[src/sv/assert_macros.svh]
`ifndef ASSERT_MACROS_SVH
`define ASSERT_MACROS_SVH

// Plain property, sampled on clk, off while rst_n is low.
`define NFTK_ASSERT(label, prop, msg) \
  label: assert property (@(posedge clk) disable iff (!rst_n) (prop)) else $error(msg);

// Same-cycle implication.
`define NFTK_ASSERT_IMPL(label, ante, cons, msg) \
  label: assert property (@(posedge clk) disable iff (!rst_n) (ante) |-> (cons)) \
    else $error(msg);

// Next-cycle implication.
`define NFTK_ASSERT_NEXT(label, ante, cons, msg) \
  label: assert property (@(posedge clk) disable iff (!rst_n) (ante) |=> (cons)) \
    else $error(msg);

`endif

[src/sv/nftk_pkg.sv]
`default_nettype none

package nftk_pkg;

  localparam int ENTRIES   = 32;
  localparam int IDX_W     = $clog2(ENTRIES);
  localparam int CNT_W     = $clog2(ENTRIES + 1);
  localparam int RD_IDX_W  = 5;
  localparam int CMP_W     = (CNT_W > RD_IDX_W) ? CNT_W : RD_IDX_W;
  localparam int KEY_SHIFT = 16;

  localparam logic [1:0] CMD_CLEAR  = 2'd0;
  localparam logic [1:0] CMD_INSERT = 2'd1;
  localparam logic [1:0] CMD_READ   = 2'd2;

  // insert_slot code for "no slot written"
  localparam logic [5:0] SLOT_NONE = 6'(ENTRIES);

  typedef struct packed {
    logic [1:0]          command;
    logic [15:0]         rec_date;
    logic [15:0]         rec_clock;
    logic [31:0]         rec_size;
    logic [15:0]         rec_handle;
    logic [RD_IDX_W-1:0] read_index;
  } in_req_t;

  typedef struct packed {
    logic [5:0]  entry_count;
    logic [5:0]  insert_slot;
    logic        entry_valid;
    logic [15:0] out_date;
    logic [15:0] out_clock;
    logic [31:0] out_size;
    logic [15:0] out_handle;
  } out_res_t;

  // one table row as stored in RAM
  typedef struct packed {
    logic [31:0] key;
    logic [31:0] size;
    logic [15:0] handle;
  } entry_t;

  typedef enum logic [2:0] {
    S_IDLE,
    S_RD_WAIT,
    S_FULL_CHK,
    S_SHIFT,
    S_PLACE
  } state_t;

endpackage

`default_nettype wire

[src/sv/newest_first_topk_insert_core.sv]
`default_nettype none

// Newest-first record table of ENTRIES rows, held in one RAM (key, size,
// handle) and sorted by key = date:clock, largest first. A request is taken
// when start is high and busy is low; its single result shows on out_res for
// exactly one cycle with out_valid high and cannot be stalled, so the
// receiver must take it then. Clear and unused commands, and reads past the
// count, answer straight from S_IDLE; a read of a valid row first passes
// through S_RD_WAIT for the registered RAM read. An insert walks up from the
// bottom of the table one row per cycle, reading row j-1 and writing it to
// row j until a larger key is found or row 0 is reached. A full table first
// checks its last row in S_FULL_CHK, which replaces the move of the row that
// falls off; an insert older than every row there is dropped, and an insert
// into an empty table writes row 0 from S_IDLE. That one-row-per-cycle walk
// through the RAM's single write port sets the insert time. busy drops in
// the cycle the result is shown, so the next request may be taken while it
// is out. Rows are never cleared: only rows below the count are ever used.
module newest_first_topk_insert_core (
  input  wire logic               clk,
  input  wire logic               rst_n,
  input  wire logic               start,
  output logic                    busy,
  input  wire nftk_pkg::in_req_t  in_req,
  output logic                    out_valid,
  output nftk_pkg::out_res_t      out_res
);

  import nftk_pkg::*;

  state_t           state_r, state_nxt;
  logic [CNT_W-1:0] count_r, count_nxt;
  logic [IDX_W-1:0] pos_r, pos_nxt;     // row being written during the walk
  entry_t           rec_r, rec_nxt;     // record being inserted
  logic             out_valid_r, out_valid_nxt;
  out_res_t         out_res_r, res_nxt;

  logic             mem_we;
  logic [IDX_W-1:0] mem_waddr;
  logic [IDX_W-1:0] mem_raddr;
  entry_t           mem_wdata;
  entry_t           mem_rdata;

  entry_t           new_rec;
  logic             rd_hit;
  logic             older;              // row read has a strictly greater key
  logic [CNT_W-1:0] count_inc;

  nftk_ram #(
    .DEPTH (ENTRIES),
    .WIDTH ($bits(entry_t))
  ) u_ram (
    .clk   (clk),
    .we    (mem_we),
    .waddr (mem_waddr),
    .wdata (mem_wdata),
    .raddr (mem_raddr),
    .rdata (mem_rdata)
  );

  assign new_rec.key    = {in_req.rec_date, in_req.rec_clock};
  assign new_rec.size   = in_req.rec_size;
  assign new_rec.handle = in_req.rec_handle;

  assign rd_hit    = CMP_W'(in_req.read_index) < CMP_W'(count_r);
  assign older     = mem_rdata.key > rec_r.key;
  // count saturates at ENTRIES
  assign count_inc = (count_r == CNT_W'(ENTRIES)) ? count_r : count_r + 1'b1;

  always_ff @(posedge clk) begin
    if (!rst_n) begin
      state_r     <= S_IDLE;
      count_r     <= '0;
      out_valid_r <= 1'b0;
    end else begin
      state_r     <= state_nxt;
      count_r     <= count_nxt;
      out_valid_r <= out_valid_nxt;
    end
  end

  always_ff @(posedge clk) begin
    pos_r     <= pos_nxt;
    rec_r     <= rec_nxt;
    out_res_r <= res_nxt;
  end

  always_comb begin
    state_nxt     = state_r;
    count_nxt     = count_r;
    pos_nxt       = pos_r;
    rec_nxt       = rec_r;
    out_valid_nxt = 1'b0;
    res_nxt       = '0;
    res_nxt.insert_slot = SLOT_NONE;
    mem_we        = 1'b0;
    mem_waddr     = pos_r;
    mem_wdata     = rec_r;
    mem_raddr     = '0;

    case (state_r)
      S_IDLE: begin
        if (start) begin
          case (in_req.command)
            CMD_CLEAR: begin
              count_nxt     = '0;
              out_valid_nxt = 1'b1;
            end
            CMD_INSERT: begin
              rec_nxt = new_rec;
              if (count_r == CNT_W'(ENTRIES)) begin
                // full: check the last row before shifting anything
                mem_raddr = IDX_W'(ENTRIES - 1);
                state_nxt = S_FULL_CHK;
              end else if (count_r == '0) begin
                mem_we        = 1'b1;
                mem_waddr     = '0;
                mem_wdata     = new_rec;
                count_nxt     = count_inc;
                res_nxt.insert_slot = '0;
                out_valid_nxt = 1'b1;
              end else begin
                mem_raddr = IDX_W'(count_r - 1'b1);
                pos_nxt   = IDX_W'(count_r);
                state_nxt = S_SHIFT;
              end
            end
            CMD_READ: begin
              if (rd_hit) begin
                mem_raddr = IDX_W'(in_req.read_index);
                state_nxt = S_RD_WAIT;
              end else begin
                out_valid_nxt = 1'b1;
              end
            end
            default: begin
              out_valid_nxt = 1'b1;
            end
          endcase
        end
      end

      S_RD_WAIT: begin
        res_nxt.entry_valid = 1'b1;
        res_nxt.out_date    = mem_rdata.key[31:KEY_SHIFT];
        res_nxt.out_clock   = mem_rdata.key[KEY_SHIFT-1:0];
        res_nxt.out_size    = mem_rdata.size;
        res_nxt.out_handle  = mem_rdata.handle;
        out_valid_nxt       = 1'b1;
        state_nxt           = S_IDLE;
      end

      S_FULL_CHK: begin
        if (older) begin
          // older than every row: dropped
          out_valid_nxt = 1'b1;
          state_nxt     = S_IDLE;
        end else begin
          // last row falls off; walk starts by overwriting it with the row above
          pos_nxt   = IDX_W'(ENTRIES - 1);
          mem_raddr = IDX_W'(ENTRIES - 2);
          state_nxt = S_SHIFT;
        end
      end

      S_SHIFT: begin
        // mem_rdata holds row pos_r-1
        mem_we = 1'b1;
        if (older) begin
          mem_wdata     = rec_r;
          count_nxt     = count_inc;
          res_nxt.insert_slot = 6'(pos_r);
          out_valid_nxt = 1'b1;
          state_nxt     = S_IDLE;
        end else begin
          mem_wdata = mem_rdata;
          pos_nxt   = pos_r - 1'b1;
          mem_raddr = pos_r - IDX_W'(2);
          if (pos_r == IDX_W'(1)) begin
            state_nxt = S_PLACE;
          end
        end
      end

      S_PLACE: begin
        mem_we        = 1'b1;
        mem_wdata     = rec_r;
        count_nxt     = count_inc;
        res_nxt.insert_slot = 6'(pos_r);
        out_valid_nxt = 1'b1;
        state_nxt     = S_IDLE;
      end

      default: begin
        state_nxt = S_IDLE;
      end
    endcase

    res_nxt.entry_count = 6'(count_nxt);
  end

  assign busy      = (state_r != S_IDLE);
  assign out_valid = out_valid_r;
  assign out_res   = out_res_r;

`include "assert_macros.svh"

  `NFTK_ASSERT(a_count_range, count_r <= CNT_W'(ENTRIES), "count above table size")
  `NFTK_ASSERT_IMPL(a_count_with_result, !$stable(count_r), out_valid_r,
                    "count changed without a result")
  `NFTK_ASSERT_IMPL(a_result_idle, out_valid_r, !busy, "result shown while busy")
  `NFTK_ASSERT_NEXT(a_clear_one_cycle, start && !busy && in_req.command == CMD_CLEAR,
                    out_valid_r && count_r == '0, "clear did not finish in one cycle")
  `NFTK_ASSERT_IMPL(a_walk_no_overlap, state_r == S_SHIFT && mem_we, mem_waddr != mem_raddr,
                    "walk reads the row it writes")

endmodule

`default_nettype wire

[src/sv/nftk_ram.sv]
`default_nettype none

// Simple dual-port RAM, one write and one registered read per cycle.
// Read returns the old contents if the same address is written.
module nftk_ram #(
  parameter int DEPTH = 32,
  parameter int WIDTH = 80,
  parameter int AW    = $clog2(DEPTH)
) (
  input  wire logic             clk,
  input  wire logic             we,
  input  wire logic [AW-1:0]    waddr,
  input  wire logic [WIDTH-1:0] wdata,
  input  wire logic [AW-1:0]    raddr,
  output logic      [WIDTH-1:0] rdata
);

  logic [WIDTH-1:0] mem [DEPTH];

  always_ff @(posedge clk) begin
    if (we) begin
      mem[waddr] <= wdata;
    end
  end

  always_ff @(posedge clk) begin
    rdata <= mem[raddr];
  end

endmodule

`default_nettype wire
[config.mk]
export PLATFORM = sky130hd
export DESIGN_NAME = newest_first_topk_insert_core
export DESIGN_NICKNAME = d
export VERILOG_FILES = /design/src/sv/nftk_pkg.sv /design/src/sv/newest_first_topk_insert_core.sv /design/src/sv/nftk_ram.sv
export VERILOG_INCLUDE_DIRS = /design/src /design/src/sv
export SDC_FILE = /design/constraint.sdc
export NUM_CORES = 2
export LEC_CHECK = 0
export CAP_MARGIN = 20
export CORE_MARGIN = 2
export CORE_UTILIZATION = 50
export CTS_CLUSTER_DIAMETER = 30
export DETAILED_ROUTE_END_ITERATION = 8
export DONT_BUFFER_PORTS = 1
export GPL_TIMING_DRIVEN = 0
export PLACE_DENSITY_LB_ADDON = 0.15
export SYNTH_ARGS = -nofsm -noshare
export SYNTH_HDL_FRONTEND = slang
export SYNTH_HIERARCHICAL = 1
export SYNTH_SLANG_ARGS = --single-unit
[constraint.sdc]
create_clock -name clk -period 10.2 [get_ports clk]
set_input_delay 2.04 -clock clk [delete_from_list [all_inputs] [get_ports clk]]
set_output_delay 2.04 -clock clk [all_outputs]
set_load 0.03 [all_outputs]
==> results.tsv <==
stage	metric	value	unit
placed_design	numPortBuffers	0	
clock_network	clock-sinks	2828	
clock_network	numCtsBuffers	556	
global_route	grt_pass1_vias	59300	
critical_path	path_class	flip-flop to flip-flop	
critical_path	r2r_start	rec_r[75]	
final_layout	seq_area	83100	um2
min_path	holdCritStartpoint	u_ram/rdata[24]	
critical_path	cp-end-kind	flip-flop	
logic_synthesis	ys_types	66	
placed_design	dp_hpwl	226	mm
clock_network	post_cts_buffers	0	
route	vias	61000	
sta	finalClockSkew	0.0481	ns
logic_synthesis	synth_edf_count	2645	
pwr	combPwrFrac	0.090	
critical_path	startpoint	rec_r[75]	
final_layout	syn_to_final_growth	25.0	%
final_layout	final_common_cell	edfxtp_1	
clock_network	clk_path_buf_depth	4	
sta	setup_viol	0	
route	dr.first_iter.drc_count	8277	
pwr	power.internal	0.0264	W
floorplan	rows	170	
clock_network	path_clk_slew	0.05	ns
pwr	max-vdd-ir-drop	0.201	mV
final_layout	layout-drive-gt1-share	0.242	
global_route	antenna_found_initial	61	
logic_synthesis	syn_inst	5456	
floorplan	coreArea	214000	um2
placed_design	dp.cells	8452	
sta	drv_slew	0	
floorplan	start_util	0.502	
pwr	clkPwrFrac	0.519	
logic_synthesis	ys_ff_latch	2828	
pwr	switchingPower	0.00826	W
critical_path	cp_data_arrival_time	7.76	ns
floorplan	die_y	468	um
clock_network	htree_levels	6	
global_route	track_usage	0.311	
sta	max_clock_freq	142	MHz
final_layout	fill_cells	14600	
route	drc_errors	0	
logic_synthesis	synthFlopType	edfxtp_1	
sta	fin_crit_sh	0.692	
run_status	status	complete, but fails checks	
final_layout	final_nets	6354	
route	wl_per_cell	36.0	um
logic_synthesis	syn-num-nets	5591	
logic_synthesis	async_flop_share	0	
logic_synthesis	synth-seq-area-share	0.772	
logic_synthesis	ys_warn_count	6	
clock_network	cts_resized	0	
placed_design	place_congestion	0.869	
clock_network	cts-root-buf	clkbuf_16	
floorplan	die_w	468	um
global_route	grt_pass1_wl	467	mm
global_route	grt_max_degree	63	
logic_synthesis	avgSynthCellArea	19.7	um2
final_layout	finalNonFillerCells	9561	
final_layout	final_cell_mix	edfxtp_1 (2,645), mux2i_1 (642), clkbuf_16 (589), a22oi_1 (429), mux4_2 (320)	
placed_design	place_ws	2.77	ns
critical_path	critPathMostFrequentCell	nand4_1	
final_layout	multi_input_area	23000	um2
global_route	grt.overflow.total	0	
sta	hold_ws	0.459	ns
critical_path	crit_path_max_incr_delay	1.03	ns
floorplan	die_area	219000	um2
pwr	leakagePower	43.6	nW
clock_network	cts_tree	built	
critical_path	cpMaxStageDelayCell	nor4_1	
clock_network	clk_latency	0.96	ns
pwr	power.density	258	nW/um2
critical_path	crit_required	10.90	ns
sta	worstMarginPinSlew	1.31	ns
route	antenna_left	1	
run_status	violations	antenna violations	
pwr	netSwitchingFraction	0.238	
floorplan	io_pins	185	
pwr	share_seq_of_total_power	0.391	
sta	hold_viol	0	
critical_path	cp_cell_sequence	inv_1 > ha_1 > nand4_1 > nor4_1 > and2_1 > a21oi_2 > or3_1 > o221ai_1 > buf_4 > buf_4 > buf_2 > buf_2 > mux2i_1 > a22oi_1 > nand4_1 > nand4_1	
critical_path	worstPathMaxFanout	10	
clock_network	holdBufCountCts	0	
route	routed_wl	344	mm
logic_synthesis	netlist_area	108000	um2
sta	period_minus_slack	7.06	ns
route	viasPerCell	6.38	
critical_path	startpoint_type	flip-flop	
sta	rsz0062_at_grt	false	
sta	fin_ws	3.14	ns
final_layout	utilization	0.628	
route	first_pass_iters	6	
job	cap_violations	0	
min_path	hold_path.class	flip-flop to flip-flop	
sta	max-slew-margin-rel	0.124	
-- power by group through the flow --
stage / Sequential (W) / Clock [W] / Combinational, W
after CTS: 0.0136 / 0.0181 / 0.00295
after global placement: 0.0138 / 0 / 0.00280
after floorplan: 0.0136 / 0 / 0.00162
after global routing: 0.0136 / 0.0187 / 0.00322
after detailed placement: 0.0138 / 0 / 0.00293
final: 0.0136 / 0.0180 / 0.00312
-- registers in the layout, indices dropped and copies added, names as in the netlist --
| signal | flops |
|---|---|
| u_ram/mem | 2560 |
| out_res | 93 |
| rec_r | 80 |
| u_ram/rdata | 80 |
| count_r | 6 |
| pos_r | 5 |
| state_r | 3 |
| out_valid | 1 |
-- cells by family after synthesis --
family | count (synthesis) | synth area share
AO/OA/AOI/OAI | 691 | 0.0497
XOR/XNOR | 8 | 0.000651
multiplexers | 962 | 0.127
AND/OR/NAND/NOR | 566 | 0.0292
adder cells (fa/ha/maj) | 45 | 0.00523
buffers and inverters | 356 | 0.0167
flip-flops | 2828 | 0.772
-- synth_stat cells (all sizes together), types with 46 or more instances --
cell type  instances  area, um2
dfxtp            183       3660
mux2i            642       6430
nand3            159        796
nor2              64        253
clkbuf           122        460
inv               46        173
nand4             60        382
and2             179       1120
buf              188       1170
a31oi             49        307
a22oi            429       3220
edfxtp          2645      79400
a221o             82        821
mux4             320       7210
-- worst paths after layout --
check	end	slack, ns	cells past startpoint
setup / recovery	u_ram/rdata[58]	3.14	16
hold / removal	out_res[24]	0.46	1
setup reg to reg	u_ram/rdata[58]	3.14	16
hold reg to reg	out_res[24]	0.46	1
-- cell type report --
type,instances,area share
well taps,2838,0.0264
repair buffers,205,0.0322
flip-flops and latches,2828,0.617
clock inverters,302,0.0259
plain buffers,310,0.0122
multi-input cells,2272,0.171
diodes,76,0.00141
clock buffers,684,0.112
inverters,46,0.00132
-- routing by layer --
metal / GRT usage / part of all wire / vias to the layer above
met2: 0.482 / 0.47 / 3805
met3: 0.0775 / 0.10 / 771
met4: 0.161 / 0.051 / 20
li1: - / - / 24300
met1: 0.410 / 0.37 / 32000
met5: 0 / 0.00095 / -
-- worst max-delay path: cells and delay by family, from the launching register on --
family | cells | cell delay, ns
multiplexers | 1 | 0.26
adder cells (fa/ha/maj) | 1 | 0.34
AND/OR/NAND/NOR | 6 | 2.96
buffers and inverters | 5 | 2.35
flip-flops | 1 | 0.41
AO/OA/AOI/OAI | 3 | 0.39
-- per-stage QoR --
step	cell area (um2)	setup TNS (ns)	power (W)
after CTS	133000	0	0.0346
final	135000	0	0.0347
after global routing	135000	0	0.0355
after global placement	111000	-8930.35	0.0166
after detailed placement	115000	0	0.0167
after floorplan	108000	0	0.0152
No activity file was read; power rests on OpenSTA's default activity.
